## config.mk

```make
export PLATFORM = sky130hd
export DESIGN_NAME = pha_fifo
export DESIGN_NICKNAME = d
export VERILOG_FILES = /design/src/rtl/pha_pkg.sv /design/src/rtl/pha_fifo.sv
export SDC_FILE = /design/constraint.sdc
export NUM_CORES = 1
export LEC_CHECK = 0
export BUFFER_PORTS_ARGS = -buffer_cell sky130_fd_sc_hd__buf_2
export CORE_UTILIZATION = 40
export CTS_BUF_LIST = sky130_fd_sc_hd__clkbuf_4
export DETAILED_ROUTE_END_ITERATION = 10
export PLACE_DENSITY = 0.62
export SLEW_MARGIN = 5
export SYNTH_ARGS = -nofsm -noshare
export SYNTH_HDL_FRONTEND = slang
export SYNTH_SLANG_ARGS = --single-unit
```

## constraint.sdc

```tcl
create_clock -name clk_i -period 29.7 [get_ports clk_i]
set_input_delay 1.485 -clock clk_i [delete_from_list [all_inputs] [get_ports clk_i]]
set_output_delay 1.485 -clock clk_i [all_outputs]
set_load 0.005 [all_outputs]
```

## src/rtl/pha_pkg.sv

```systemverilog
// Shared types, constants and arithmetic step functions for the probe hit angle block.
package pha_pkg;

  localparam int NumTypes     = 4;
  localparam int NumStepRegs  = 4;
  localparam int StepIdxW     = 2;
  localparam int CfgAddrW     = 8;
  localparam int StepW        = 31;
  localparam int FifoDepth    = 2;
  localparam int FifoPtrW     = 1;
  localparam int FifoCntW     = 2;
  localparam int SqrtStages   = 32;
  localparam int MSqrtStages  = 31;
  localparam int DivStages    = 34;
  localparam int CordicStages = 20;
  localparam int AngW         = 26;

  localparam logic [AngW-1:0] QuarterTurn = 26'd5898240;
  localparam logic [AngW-1:0] HalfTurn    = 26'd11796480;
  localparam logic [AngW-1:0] FullTurn    = 26'd23592960;
  localparam logic [AngW:0]   RoundHalf   = 27'd32768;
  localparam logic [8:0]      Deg360      = 9'd360;

  typedef struct packed {
    logic signed [31:0] pos_x;
    logic signed [31:0] pos_y;
    logic signed [31:0] vel_x;
    logic signed [31:0] vel_y;
    logic signed [31:0] probe_center_x;
    logic signed [31:0] probe_center_y;
    logic [30:0]        probe_radius;
    logic [1:0]         particle_type;
  } in_item_t;

  typedef struct packed {
    logic [8:0] hit_angle_deg;
    logic       geometry_error;
  } out_item_t;

  // Item after classification by the front end.
  typedef struct packed {
    logic signed [31:0] vx;
    logic signed [31:0] vy;
    logic signed [32:0] dx;
    logic signed [32:0] dy;
    logic [30:0]        rad;
    logic [StepW-1:0]   dt;
    logic               zero_spd;
  } fe_item_t;

  // Fields carried alongside the geometry pipeline.
  typedef struct packed {
    logic signed [31:0] vx;
    logic signed [31:0] vy;
    logic [30:0]        rad;
    logic [StepW-1:0]   dt;
    logic               err;
  } gcarry_t;

  // Crossing vector handed from the geometry part to the angle part.
  typedef struct packed {
    logic signed [64:0] hx;
    logic signed [64:0] hy;
    logic               err;
  } geo_res_t;

  typedef struct packed {
    logic [63:0] rem;
    logic [63:0] root;
  } sqrt_st_t;

  typedef struct packed {
    logic [63:0] rem;
    logic        q;
  } div_st_t;

  // One digit of the integer square root, test bit 4^k.
  function automatic sqrt_st_t sqrt_step(sqrt_st_t s, int unsigned k);
    logic [63:0] bitv;
    logic [64:0] t;
    sqrt_st_t    o;
    bitv = 64'd1 << (2 * k);
    t    = {1'b0, s.root} + {1'b0, bitv};
    if ({1'b0, s.rem} >= t) begin
      o.rem  = s.rem - t[63:0];
      o.root = (s.root >> 1) + bitv;
    end else begin
      o.rem  = s.rem;
      o.root = s.root >> 1;
    end
    return o;
  endfunction

  // One quotient bit of restoring division, divisor weighted by 2^k.
  function automatic div_st_t div_step(logic [63:0] rem, logic [31:0] d, int unsigned k);
    logic [65:0] t;
    div_st_t     o;
    t = {34'd0, d} << k;
    if ({2'b00, rem} >= t) begin
      o.rem = rem - t[63:0];
      o.q   = 1'b1;
    end else begin
      o.rem = rem;
      o.q   = 1'b0;
    end
    return o;
  endfunction

  // Position of the most significant set bit.
  function automatic logic [5:0] lead_one(logic [63:0] v);
    logic [5:0] p;
    p = '0;
    for (int i = 0; i < 64; i++) begin
      if (v[i]) begin
        p = 6'(i);
      end
    end
    return p;
  endfunction

  // Arctangent of 2^-i in units of 2^-16 degree.
  function automatic logic [AngW-1:0] atan_deg(int unsigned i);
    logic [AngW-1:0] a;
    case (i)
      0:       a = 26'd2949120;
      1:       a = 26'd1740967;
      2:       a = 26'd919879;
      3:       a = 26'd466945;
      4:       a = 26'd234379;
      5:       a = 26'd117304;
      6:       a = 26'd58666;
      7:       a = 26'd29335;
      8:       a = 26'd14668;
      9:       a = 26'd7334;
      10:      a = 26'd3667;
      11:      a = 26'd1833;
      12:      a = 26'd917;
      13:      a = 26'd458;
      14:      a = 26'd229;
      15:      a = 26'd115;
      16:      a = 26'd57;
      17:      a = 26'd29;
      18:      a = 26'd14;
      19:      a = 26'd7;
      default: a = '0;
    endcase
    return a;
  endfunction

endpackage

```

## src/rtl/pha_fifo.sv

```systemverilog
// Short queue between the front end and the arithmetic back end.
module pha_fifo (
  input  logic              clk_i,
  input  logic              rst_ni,
  input  logic              push_i,
  input  pha_pkg::fe_item_t data_i,
  output logic              full_o,
  input  logic              pop_i,
  output logic              valid_o,
  output pha_pkg::fe_item_t data_o
);

  pha_pkg::fe_item_t             mem_q [pha_pkg::FifoDepth];
  logic [pha_pkg::FifoPtrW-1:0]  wr_ptr_q, rd_ptr_q;
  logic [pha_pkg::FifoCntW-1:0]  cnt_q;
  logic                          do_push, do_pop;

  assign full_o  = (cnt_q == pha_pkg::FifoCntW'(pha_pkg::FifoDepth));
  assign valid_o = (cnt_q != '0);
  assign do_push = push_i & ~full_o;
  assign do_pop  = pop_i & valid_o;
  assign data_o  = mem_q[rd_ptr_q];

  always_ff @(posedge clk_i or negedge rst_ni) begin
    if (!rst_ni) begin
      wr_ptr_q <= '0;
      rd_ptr_q <= '0;
      cnt_q    <= '0;
    end else begin
      if (do_push) begin
        wr_ptr_q <= (wr_ptr_q == pha_pkg::FifoPtrW'(pha_pkg::FifoDepth - 1)) ?
                    '0 : wr_ptr_q + 1'b1;
      end
      if (do_pop) begin
        rd_ptr_q <= (rd_ptr_q == pha_pkg::FifoPtrW'(pha_pkg::FifoDepth - 1)) ?
                    '0 : rd_ptr_q + 1'b1;
      end
      cnt_q <= cnt_q + pha_pkg::FifoCntW'(do_push) - pha_pkg::FifoCntW'(do_pop);
    end
  end

  always_ff @(posedge clk_i) begin
    if (do_push) begin
      mem_q[wr_ptr_q] <= data_i;
    end
  end

endmodule

```

== Word-level counts from Yosys, hierarchy flattened ==
Memories as Yosys holds them, arrays and structs flattened.
Cells that the tools add are included.

* Bits in registers: 4
* RAM bits: 386
* Output and inout bits: 195
* Logic and storage cells: 17
* Memories kept: 1

* $add $sub $neg: 4
* Eq/ne operators: 1
* Multiplexer cells: 4
* Bitwise operators: 3
* Reductions and logical operators: 1

{| class="wikitable"
|+ Memories
! name !! depth !! width !! read ports !! clocked after Yosys merged registers in !! write ports !! RTL line !! text
|-
| mem_q || 2 || 193 || 1 || 0 || 1 || pha_fifo.sv:13 || <nowiki>pha_pkg::fe_item_t mem_q [pha_pkg::FifoDepth];</nowiki>
|}

{| class="wikitable"
|+ Operators with widths
! cell !! number
|-
| 1-bit two-way mux || 4
|-
| 1-bit adder (second input constant) || 2
|-
| 2-bit by 1-bit adder with 2-bit output || 1
|-
| 1-bit bitwise AND || 2
|-
| 2-bit equality test (second input constant) || 1
|-
| 2-bit nonzero test || 1
|-
| 2-bit by 1-bit subtractor with 2-bit output || 1
|-
| 1-bit NOT || 1
|}

== Logic depth before layout (Yosys ltp) ==
* Depth after elaboration: 5
* Depth in mapped cells: 7

== Worst setup path after synthesis ==
No wires, ideal clock.

* Path kind: input -> register
* Start point: in push_i
* End point: mem mem_q[0][0] (netlist name) (enable)
* Library setup time: 749 ps
* Arrival time: 9582 ps
* Data required time: 28951 ps
* Slack: 19369 ps
* Stages: 2
* Buffers on the path: 0
* Cell sequence: nand2_1 > nor2_1

* Word-level cells in the longest chain between the ends: 3

{| class="wikitable"
|+ Ends and longest elaborated chain
! item !! RTL line !! text
|-
| start: declaration || pha_fifo.sv:5 || <nowiki>input logic push_i,</nowiki>
|-
| 1-bit bitwise AND || pha_fifo.sv:20 || <nowiki>assign do_push = push_i & ~full_o;</nowiki>
|-
| 1-bit two-way mux || pha_fifo.sv:43 || <nowiki>if (do_push) begin</nowiki>
|-
| 1-bit two-way mux (implied by the code) || pha_fifo.sv:44 || <nowiki>mem_q[wr_ptr_q] <= data_i;</nowiki>
|-
| end: declaration || pha_fifo.sv:13 ||
|}

Every way passes these cells.

==> impl_metrics.tcl <==
set metrics [dict create \
    hold_path.class "reg2reg" \
    gp_congestion 0.794 \
    criticalPathCategory "reg2out" \
    fmax_mhz 188 \
    clockBufferDepth 3 \
    worstSetupStartpointType "flop" \
    worst-path-buf-inv 3 \
    rows 70 \
    fin_skew_ps 26.8 \
    initialDrtViolationCount 327 \
    floorplan.initialDensity 0.405 \
    synth_cells 619 \
    syn2layout_area_growth_pct 25.0 \
    path_clk_slew_ps 60 \
    cp.depth 4 \
    synth_nets 818 \
    layout_commonest_cell "buf_2" \
    port-buffer-count 391 \
    crit_arrival_ps 3830 \
    drc_errors 0 \
    ir_drop_v 0.0000474 \
    ys_seq_area_frac 0.790 \
    worstMarginPinSlew_ps 1110 \
    ys_seq_elements 390 \
    vias 7540 \
    grt_setup_unrepaired "no" \
    die_w_um 194 \
    grt_pass1_wl_um 44500 \
    grt_usage 0.159 \
    cp_slowest_cell "buf_4" \
    netlist_area_sq_um 14800 \
    maxSlewViolCount 0 \
    mostFrequentLayoutCells "buf_2, edfxtp_1, mux2_4" \
    nFillCells 3049 \
    slew_headroom 0.257 \
    crit_fanout 60 \
    h-tree-depth 3 \
    multi_input_area_sq_um 2880 \
    hold_viol 0 \
    r2r_setup_slack_ps 26490 \
    final-seq-area_sq_um 11700 \
    startpoint "rd_ptr_q" \
    cp_common_cell "buf_4" \
    grt_max_degree 72 \
    r2r_cells 5 \
    clk-insertion-delay-late_ps 760 \
    placed_cells 1464 \
    grt_pass1_vias 8036 \
    drt_wl_total_um 30400 \
    synth_cell_types 17 \
    rr_endpoint "mem_q[0][108]" \
    layout-drive-gt1-share 0.644 \
    syn_avg_cell_area_sq_um 23.9 \
    worstSetupEndpointType "output port" \
    fin_nets 1297 \
    yosys_warnings 0 \
    maxCapViolCount 0 \
    path_delay_family "buffers and inverters" \
    die_area_sq_um 37800 \
    firstDrtPassIters 6 \
    power_leakage_nw 7.47 \
    dp_hpwl_um 20200 \
    cp_data_required_time_ps 28210 \
    slowest_delay_ps 870 \
    fin_tns_setup_ps 0 \
    cts_sinks 390 \
    crit_chain "buf_4, buf_4, mux2_2, buf_2" \
    pwr_density_cell_nw_per_um2 96.2 \
    numCtsBuffers 100 \
    overflow 0 \
    antenna_found_initial 9 \
    min_period_ps 5320 \
    top_level_ports 392 \
    postCtsResizedCells 0 \
    stdcell_count 1644 \
    r2r_start "cnt_q[1]" \
    coreArea_sq_um 36500 \
    hold_buffers 0 \
    final_antenna_net_count 0 \
    viasPerCell 4.59 \
    postCtsSetupRepairBufs 0 \
    crit_end "data_o[188]" \
    die-height_um 194 \
    setup_viol 0 \
    run_status "completed" \
    wl_per_cell_um 18.5 \
    cts_tree "done" \
    post-route-period-util 0.179 \
    cts_root_buf "clkbuf_4" \
]
cell usage after synthesis:
cell      instances  share of area
or2_2             1        0.00042
buf_6            18          0.014
xnor2_1           3         0.0018
edfxtp_1        386           0.78
mux2_4          160           0.16
xor2_1            1        0.00059
buf_2             3         0.0010
buf_8             1         0.0010
and2_1            1        0.00042
mux2_2           33          0.025
and3_1            1        0.00042
nor2_1            1        0.00025
dfrtp_1           4         0.0068
inv_1             2        0.00051
nand2_1           1        0.00025
nand2b_1          1        0.00042
ha_1              2         0.0017
cell families after synthesis:
family                   synth area share
XOR/XNOR                          0.00237
buffers and inverters              0.0162
adder cells (fa/ha/maj)           0.00169
flip-flops                          0.790
multiplexers                        0.187
AND/OR/NAND/NOR                   0.00220
metrics by stage:
stage                     utilization  setup slack, ps  hold slack [ps]  power (W)  area (sq um)
after floorplan                     -            19370              460    0.00119         14800
after global placement          0.471            25120              474    0.00134         17200
after detailed placement        0.471            25080              484    0.00135         17200
after CTS                       0.506            24200              428    0.00182         18500
after global routing            0.506            24100              449    0.00188         18500
final                           0.506            24380              495    0.00178         18500
power breakdown:
group | switching, W | internal (W)
combinational | 0.000242 | 0.000283
clock | 0.000205 | 0.000251
sequential | 0.0000438 | 0.000755
total | 0.000490 | 0.00129
worst register-to-register path, cell delays in order, from the launching register on:
cell      delay, ps
dfrtp_1         400
nand2b_1        120
nand2_1         140
nor2_4          720
buf_4           540
buf_4           800
worst min-delay path by stage:
stage                     startpoint  endpoint  slack (ps)  cells after the start
after global routing          rst_ni  cnt_q[1]         450                      1
after global placement      cnt_q[1]  cnt_q[1]         470                      1
after detailed placement    cnt_q[1]  cnt_q[1]         480                      1
final                       cnt_q[1]  cnt_q[1]         490                      1
after CTS                     rst_ni  cnt_q[1]         430                      1
after floorplan             cnt_q[1]  cnt_q[1]         460                      1
cell type report:
cell class | instances | share of cell area
sequential | 390 | 0.632
clock buffer | 147 | 0.0597
timing repair buffer | 399 | 0.109
antenna | 7 | 0.000947
clock inverter | 26 | 0.0103
tap | 468 | 0.0317
multi-input combinational | 205 | 0.156
inverter | 2 | 0.000406
metal layers:
| layer | part of all wire | track usage |
|---|---|---|
| met5 | 0.0011 | 0 |
| met4 | 0.031 | 0.0952 |
| met3 | 0.085 | 0.0672 |
| met2 | 0.52 | 0.272 |
| met1 | 0.36 | 0.160 |
registers in the layout, indices dropped and copies added, names as in the netlist:
| signal | count |
|---|---|
| cnt_q | 2 |
| mem_q | 386 |
| rd_ptr_q | 1 |
| wr_ptr_q | 1 |
Note: power is estimated with default switching activity, not from simulation.
