`src/rtl/pha_pkg.sv`:
```
// Shared types, constants and arithmetic step functions for the probe hit angle block.
package pha_pkg;

  localparam int NumTypes     = 4;
  localparam int NumStepRegs  = 4;
  localparam int StepIdxW     = 2;
  localparam int CfgAddrW     = 8;
  localparam int StepW        = 31;
  localparam int FifoDepth    = 2;
  localparam int FifoPtrW     = 1;
  localparam int FifoCntW     = 2;
  localparam int SqrtStages   = 32;
  localparam int MSqrtStages  = 31;
  localparam int DivStages    = 34;
  localparam int CordicStages = 20;
  localparam int AngW         = 26;

  localparam logic [AngW-1:0] QuarterTurn = 26'd5898240;
  localparam logic [AngW-1:0] HalfTurn    = 26'd11796480;
  localparam logic [AngW-1:0] FullTurn    = 26'd23592960;
  localparam logic [AngW:0]   RoundHalf   = 27'd32768;
  localparam logic [8:0]      Deg360      = 9'd360;

  typedef struct packed {
    logic signed [31:0] pos_x;
    logic signed [31:0] pos_y;
    logic signed [31:0] vel_x;
    logic signed [31:0] vel_y;
    logic signed [31:0] probe_center_x;
    logic signed [31:0] probe_center_y;
    logic [30:0]        probe_radius;
    logic [1:0]         particle_type;
  } in_item_t;

  typedef struct packed {
    logic [8:0] hit_angle_deg;
    logic       geometry_error;
  } out_item_t;

  // Item after classification by the front end.
  typedef struct packed {
    logic signed [31:0] vx;
    logic signed [31:0] vy;
    logic signed [32:0] dx;
    logic signed [32:0] dy;
    logic [30:0]        rad;
    logic [StepW-1:0]   dt;
    logic               zero_spd;
  } fe_item_t;

  // Fields carried alongside the geometry pipeline.
  typedef struct packed {
    logic signed [31:0] vx;
    logic signed [31:0] vy;
    logic [30:0]        rad;
    logic [StepW-1:0]   dt;
    logic               err;
  } gcarry_t;

  // Crossing vector handed from the geometry part to the angle part.
  typedef struct packed {
    logic signed [64:0] hx;
    logic signed [64:0] hy;
    logic               err;
  } geo_res_t;

  typedef struct packed {
    logic [63:0] rem;
    logic [63:0] root;
  } sqrt_st_t;

  typedef struct packed {
    logic [63:0] rem;
    logic        q;
  } div_st_t;

  // One digit of the integer square root, test bit 4^k.
  function automatic sqrt_st_t sqrt_step(sqrt_st_t s, int unsigned k);
    logic [63:0] bitv;
    logic [64:0] t;
    sqrt_st_t    o;
    bitv = 64'd1 << (2 * k);
    t    = {1'b0, s.root} + {1'b0, bitv};
    if ({1'b0, s.rem} >= t) begin
      o.rem  = s.rem - t[63:0];
      o.root = (s.root >> 1) + bitv;
    end else begin
      o.rem  = s.rem;
      o.root = s.root >> 1;
    end
    return o;
  endfunction

  // One quotient bit of restoring division, divisor weighted by 2^k.
  function automatic div_st_t div_step(logic [63:0] rem, logic [31:0] d, int unsigned k);
    logic [65:0] t;
    div_st_t     o;
    t = {34'd0, d} << k;
    if ({2'b00, rem} >= t) begin
      o.rem = rem - t[63:0];
      o.q   = 1'b1;
    end else begin
      o.rem = rem;
      o.q   = 1'b0;
    end
    return o;
  endfunction

  // Position of the most significant set bit.
  function automatic logic [5:0] lead_one(logic [63:0] v);
    logic [5:0] p;
    p = '0;
    for (int i = 0; i < 64; i++) begin
      if (v[i]) begin
        p = 6'(i);
      end
    end
    return p;
  endfunction

  // Arctangent of 2^-i in units of 2^-16 degree.
  function automatic logic [AngW-1:0] atan_deg(int unsigned i);
    logic [AngW-1:0] a;
    case (i)
      0:       a = 26'd2949120;
      1:       a = 26'd1740967;
      2:       a = 26'd919879;
      3:       a = 26'd466945;
      4:       a = 26'd234379;
      5:       a = 26'd117304;
      6:       a = 26'd58666;
      7:       a = 26'd29335;
      8:       a = 26'd14668;
      9:       a = 26'd7334;
      10:      a = 26'd3667;
      11:      a = 26'd1833;
      12:      a = 26'd917;
      13:      a = 26'd458;
      14:      a = 26'd229;
      15:      a = 26'd115;
      16:      a = 26'd57;
      17:      a = 26'd29;
      18:      a = 26'd14;
      19:      a = 26'd7;
      default: a = '0;
    endcase
    return a;
  endfunction

endpackage

```
`src/rtl/pha_front.sv`:
```
// Front end: step-time registers, input capture and classification of each particle.
module pha_front (
  input  logic                          clk_i,
  input  logic                          rst_ni,
  input  logic                          start,
  output logic                          busy,
  input  logic                          cfg_we_i,
  input  logic [pha_pkg::CfgAddrW-1:0]  cfg_addr_i,
  input  logic [pha_pkg::StepW-1:0]     cfg_wdata_i,
  input  pha_pkg::in_item_t             item_i,
  input  logic                          fifo_full_i,
  output logic                          fe_valid_o,
  output pha_pkg::fe_item_t             fe_item_o
);

  logic [pha_pkg::StepW-1:0]    step_q [pha_pkg::NumStepRegs];
  logic                         fe_valid_q, fe_valid_d;
  pha_pkg::fe_item_t            fe_item_q, fe_item_d;
  logic [pha_pkg::StepIdxW-1:0] sel;
  logic                         take;

  // The front register holds while the queue is full.
  assign busy       = fe_valid_q & fifo_full_i;
  assign take       = start & ~busy;
  assign fe_valid_d = busy | start;

  always_comb begin
    sel = ({1'b0, item_i.particle_type} >= 3'(pha_pkg::NumTypes)) ?
          pha_pkg::StepIdxW'(pha_pkg::NumTypes - 1) : item_i.particle_type;
    fe_item_d.vx       = item_i.vel_x;
    fe_item_d.vy       = item_i.vel_y;
    fe_item_d.dx       = 33'(item_i.pos_x) - 33'(item_i.probe_center_x);
    fe_item_d.dy       = 33'(item_i.pos_y) - 33'(item_i.probe_center_y);
    fe_item_d.rad      = item_i.probe_radius;
    fe_item_d.dt       = step_q[sel];
    fe_item_d.zero_spd = (item_i.vel_x == '0) && (item_i.vel_y == '0);
  end

  always_ff @(posedge clk_i or negedge rst_ni) begin
    if (!rst_ni) begin
      fe_valid_q <= 1'b0;
      for (int i = 0; i < pha_pkg::NumStepRegs; i++) begin
        step_q[i] <= '0;
      end
    end else begin
      fe_valid_q <= fe_valid_d;
      if (cfg_we_i && (cfg_addr_i < pha_pkg::CfgAddrW'(pha_pkg::NumStepRegs))) begin
        step_q[cfg_addr_i[pha_pkg::StepIdxW-1:0]] <= cfg_wdata_i;
      end
    end
  end

  always_ff @(posedge clk_i) begin
    if (take) begin
      fe_item_q <= fe_item_d;
    end
  end

  assign fe_valid_o = fe_valid_q;
  assign fe_item_o  = fe_item_q;

endmodule

```
`config.mk`:
```
export PLATFORM = sky130hd
export DESIGN_NAME = pha_front
export DESIGN_NICKNAME = d
export VERILOG_FILES = /design/src/rtl/pha_pkg.sv /design/src/rtl/pha_front.sv
export SDC_FILE = /design/constraint.sdc
export NUM_CORES = 1
export LEC_CHECK = 0
export BUFFER_PORTS_ARGS = -buffer_cell sky130_fd_sc_hd__buf_2
export CAP_MARGIN = 20
export CORE_MARGIN = 1.5
export CORE_UTILIZATION = 45
export CTS_CLUSTER_SIZE = 14
export DETAILED_ROUTE_END_ITERATION = 7
export PLACE_DENSITY_LB_ADDON = 0.15
export SKIP_LAST_GASP = 1
export SLEW_MARGIN = 10
export SYNTH_ARGS = -nofsm -noshare
export SYNTH_HDL_FRONTEND = slang
export SYNTH_SLANG_ARGS = --single-unit
```
`constraint.sdc`:
```
create_clock -name clk_i -period 27.7 [get_ports clk_i]
set_input_delay 2.77 -clock clk_i [delete_from_list [all_inputs] [get_ports clk_i]]
set_output_delay 2.77 -clock clk_i [all_outputs]
set_load 0.02 [all_outputs]
```
# ---- After elaboration in Yosys (flattened, before gate mapping)
# Cells that the tools add are included.
dict set report word_totals {
  reg_bits 318
  output_inout_bits 195
}
dict set report op_classes {
  bitwise_logic 6
  n_lt_le_gt_ge 4
  addsub 2
  reduce_logical 5
  muxes 6
}
# op count
set ops {}
lappend ops {{bitwise mux 124 bit} 1}
lappend ops {{two-way mux 31 bit} 3}
lappend ops {{subtractor 32 x 32 -> 33 bit} 2}
lappend ops {{zero test 32 bit} 2}
lappend ops {{binary-select mux 31 bit (select 2 bit)} 1}
lappend ops {{demux 31 bit (select 2 bit)} 1}
lappend ops {{less-than comparator 8 x 3 -> 1 bit (second input constant)} 1}
lappend ops {{greater-or-equal comparator 3 bit (second input constant)} 2}
lappend ops {{NOT 2 -> 3 bit} 2}
lappend ops {{logical AND 1 bit} 3}
lappend ops {{less-than comparator 3 x 1 -> 1 bit (second input constant)} 1}
lappend ops {{bitwise AND 1 bit} 2}
lappend ops {{NOT 1 bit} 1}
lappend ops {{bitwise OR 1 bit} 1}

# ---- Depth between registers and ports, before layout
dict set report depth {
  word_depth 6
  depth_mapped 10
  depth_no_buf 10
}

# ---- Least setup slack after synthesis
# No wires, ideal clock.
dict set report synth_path {
  path_type {input to register}
  start {input fifo_full_i}
  end {register fe_item_q, in the netlist fe_item_o[0] (enable)}
  required_ns 26.932
  stages 2
  arrival_ns 11.437
  setup_ns 0.768
  setup_slack_ns 15.495
  cell_sequence {and2_1 -> nor2b_1}
}
dict set report synth_via {
  elab_chain_cells 3
}
# item line
set synth_rtl {}
lappend synth_rtl {{start, declared} pha_front.sv:11} ;# input logic fifo_full_i,
lappend synth_rtl {{bitwise AND 1 bit} pha_front.sv:23} ;# assign busy = fe_valid_q & fifo_full_i;
lappend synth_rtl {{NOT 1 bit} pha_front.sv:24} ;# assign take = start & ~busy;
lappend synth_rtl {{bitwise AND 1 bit} pha_front.sv:24}
lappend synth_rtl {{net take} pha_front.sv:20} ;# logic take;
lappend synth_rtl {{end signal, assigned} pha_front.sv:55} ;# fe_item_q <= fe_item_d;
lappend synth_rtl {{end, declared} pha_front.sv:18} ;# pha_pkg::fe_item_t fe_item_q, fe_item_d;
# The timed path passes the listed nets, and every way through them passes these cells.
# A chain may end at the register's enable or synchronous reset.

# ---- Final worst setup path
dict set report layout_path {
  start {input fifo_full_i}
  end {output busy}
}
dict set report layout_via {
  elab_chain_cells 1
}
# item line
set layout_rtl {}
lappend layout_rtl {{bitwise AND 1 bit} pha_front.sv:23}
lappend layout_rtl {{end, declared} pha_front.sv:6} ;# output logic busy,
# Every way passes these cells.

==> run_results.csv <==
group,metric,value,unit
cells_and_area,mostFrequentLayoutCells,"buf_2, edfxtp_1, dfrtp_1, mux2_2, inv_1",
yosys,async_flop_share,0.3931,
yosys,syn_inst,1113,
routing,wl_met2,19910,um
setup_path,r2r_slack,24.93,ns
yosys,ys_types,72,
die,dieArea,34770,um^2
grt,grt-ovfl-total,0,
timing,tightest_slew,1.005,ns
clock_tree,cts.sinks,318,
pwr,p_seq_frac,0.454,
grt,grt_pass1_wl,62620,um
clock_tree,cts_buffers,36,
die,start_util,0.4540,
routing,top_layer_used,"met5",
cells_and_area,synthToLayoutAreaGrowth,26.08,%
die,core_area,33360,um^2
clock_tree,clockBufferDepth,3,
grt,first_global_vias,10850,
place,port_buffers,463,
clock_tree,cts_root_buf,"clkbuf_16",
yosys,syn_nets,1448,
yosys,synth-edff-count,193,
setup_path,start_kind,"input pin",
clock_tree,tritoncts,"yes",
yosys,synth_flop_cell,"edfxtp_1",
pwr,p_int,0.0008997,W
pwr,p_sw_frac,0.2621,
clock_tree,hold_buffers,0,
pwr,p_sw,0.0003196,W
die,num_rows,67,
clock_tree,cts_resized,0,
pwr,p_total,0.001219,W
yosys,ys.warnings.count,0,
yosys,synth_area,15150,um^2
cells_and_area,layout_commonest_cell,"buf_2",
timing,period_minus_slack,5.992,ns
routing,viasPerCell,5.262,
pwr,p_per_area,63.85,nW/um^2
setup_path,worstPathArrival,3.22,ns
yosys,yosysSeqAreaShare,0.5891,
setup_path,path_max_fanout,3,
timing,fin_skew,0.01170,ns
setup_path,critPathRequiredTime,24.93,ns
hold_path,whs_path_depth,1,
die,die_width,186.5,um
hold_path,hp-class,"register to register",
grt,grt_max_degree,78,
grt,antenna_found_initial,14,
routing,wire_per_inst,19.71,um
pwr,p_comb_frac,0.162,
pwr,ir_drop,0.04380,mV
setup_path,timing.reg2reg.worst_path_depth,4,
routing,drt_iter0_markers,698,
timing,slew_viol_final,0,
timing,rsz0062_at_grt,"false",
routing,ant_nets,0,
clock_tree,cts_max_level,2,
routing,vias,10890,
timing,finalSetupTns,0,ns
routing,drc,0,
place,globalplace.congestion,0.9130,
timing,hold_violations,0,
setup_path,worstSetupPathType,"input pin to output pin",
routing,wl,40800,um
clock_tree,path_clk_slew,0.06,ns
status,status,"finished clean",
timing,maxSlewHeadroom,0.3293,
pwr,power.share.clock,0.384,
routing,route.met3.wl,3150,um
timing,post-route-period-util,0.2163,
clock_tree,worst_skew_pair.late_latency,0.53,ns
timing,setup_violations,0,
grt,grtUsageTotal,0.2342,
yosys,syn_area_per_cell,13.61,um^2
cells_and_area,drive_above_1_share,0.4334,
place,dpl.hpwl,30900,um
routing,first_pass_iters,5,
cells_and_area,fin_nets,1922,
die,die_y,186.5,um
die,ios,464,
run,max-cap-violations,0,
setup_path,end_kind,"output pin",
clock_tree,postCtsSetupBuffers,0,
pwr,leakage,8.856,nW
yosys,ys_ff_latch,318,
timing,clock.fmax,0.1669,GHz
routing,met1_length,16370,um
-- power groups by stage --
stage	Combinational [W]	Sequential, W	Clock, W
global route	0.000216	0.000557	0.000497
detailed placement	0.000197	0.000563	0
floorplan	0.0000954	0.000595	0
finish	0.000198	0.000554	0.000468
CTS	0.000198	0.000554	0.000480
global placement	0.000196	0.000562	0
-- layout make-up --
class | instances | area [um^2]
antenna | 7 | 17.52
clock buffer | 55 | 1032
clock inverter | 11 | 136.4
fill | 2870 | 14270
inverter | 83 | 311.5
multi-input combinational | 677 | 5736
sequential | 318 | 8924
tap | 448 | 560.5
timing repair buffer | 471 | 2380
-- registers in the layout (all words and copies together) (netlist names) --
register	cells
fe_item_o	193
fe_valid_o	1
step_q	124
-- critical path, stage by stage --
cell and delay (ns):
buf_2 0.07, and2_1 0.19, buf_2 0.19
-- routing by layer --
metal / up-vias / GRT usage
li1: 5126 / -
met1: 5294 / 0.2883
met2: 390 / 0.3935
met3: 79 / 0.06696
met4: 4 / 0.08561
met5: - / 0
-- cell usage after synthesis, types with 4 or more instances --
| library cell | n | area (um^2) |
|---|---|---|
| buf_2 | 17 | 85.08 |
| a21oi_1 | 77 | 385.4 |
| nor3_1 | 6 | 30.03 |
| nand3_1 | 18 | 90.09 |
| o21a_1 | 9 | 67.56 |
| nand3b_1 | 5 | 37.54 |
| edfxtp_1 | 193 | 5796 |
| xor2_1 | 19 | 166.4 |
| o21bai_1 | 4 | 30.03 |
| mux2_2 | 123 | 1385 |
| clkbuf_1 | 10 | 37.54 |
| nor2_1 | 38 | 142.6 |
| mux4_2 | 31 | 698.2 |
| xnor2_1 | 37 | 324.1 |
| a21o_1 | 12 | 90.09 |
| o21ai_0 | 40 | 200.2 |
| ha_1 | 64 | 800.8 |
| a211oi_1 | 5 | 37.54 |
| inv_1 | 83 | 311.6 |
| nand2_1 | 62 | 232.7 |
| or3_1 | 6 | 37.54 |
| a21o_2 | 4 | 35.03 |
| nor4_1 | 21 | 131.4 |
| and3_1 | 4 | 25.02 |
| nand4_1 | 16 | 100.1 |
| dfrtp_1 | 125 | 3128 |
| nor2b_1 | 5 | 31.28 |
| o31ai_1 | 5 | 37.54 |
| o211ai_1 | 8 | 60.06 |
| nand2b_1 | 4 | 25.02 |
| a31oi_1 | 6 | 37.54 |
-- stage by stage --
stage / utilization / hold WS, ns / setup WS, ns / cell area [um^2] / instances
floorplan: - / 0.4533 / 15.50 / 15150 / 1113
global placement: 0.5368 / 0.4669 / 21.72 / 17910 / 1997
detailed placement: 0.5368 / 0.4870 / 21.71 / 17910 / 1997
CTS: 0.5719 / 0.5006 / 21.71 / 19080 / 2063
global route: 0.5722 / 0.5087 / 21.69 / 19090 / 2068
finish: 0.5724 / 0.5003 / 21.71 / 19100 / 2070
-- cells by family after synthesis --
kind of cell | Yosys count | synth area share
flip-flops | 318 | 0.5891
AND/OR/NAND/NOR | 201 | 0.06898
AO/OA/AOI/OAI | 198 | 0.08203
multiplexers | 156 | 0.1389
buffers and inverters | 118 | 0.03304
adder cells (fa/ha/maj) | 66 | 0.05551
XOR/XNOR | 56 | 0.03238
-- path summary, 6_finish.rpt --
kind | start | endpoint
max | fifo_full_i | busy
min | step_q[56]$_DFFE_PN0P_ | step_q[56]$_DFFE_PN0P_
max reg2reg | fe_valid_o$_DFF_PN0_ | fe_item_o[11]$_DFFE_PP_
min reg2reg | step_q[56]$_DFFE_PN0P_ | step_q[56]$_DFFE_PN0P_
max in group asynchronous | rst_ni | step_q[66]$_DFFE_PN0P_
min in group asynchronous | rst_ni | step_q[112]$_DFFE_PN0P_
Note: power is estimated with default switching activity, not from simulation.
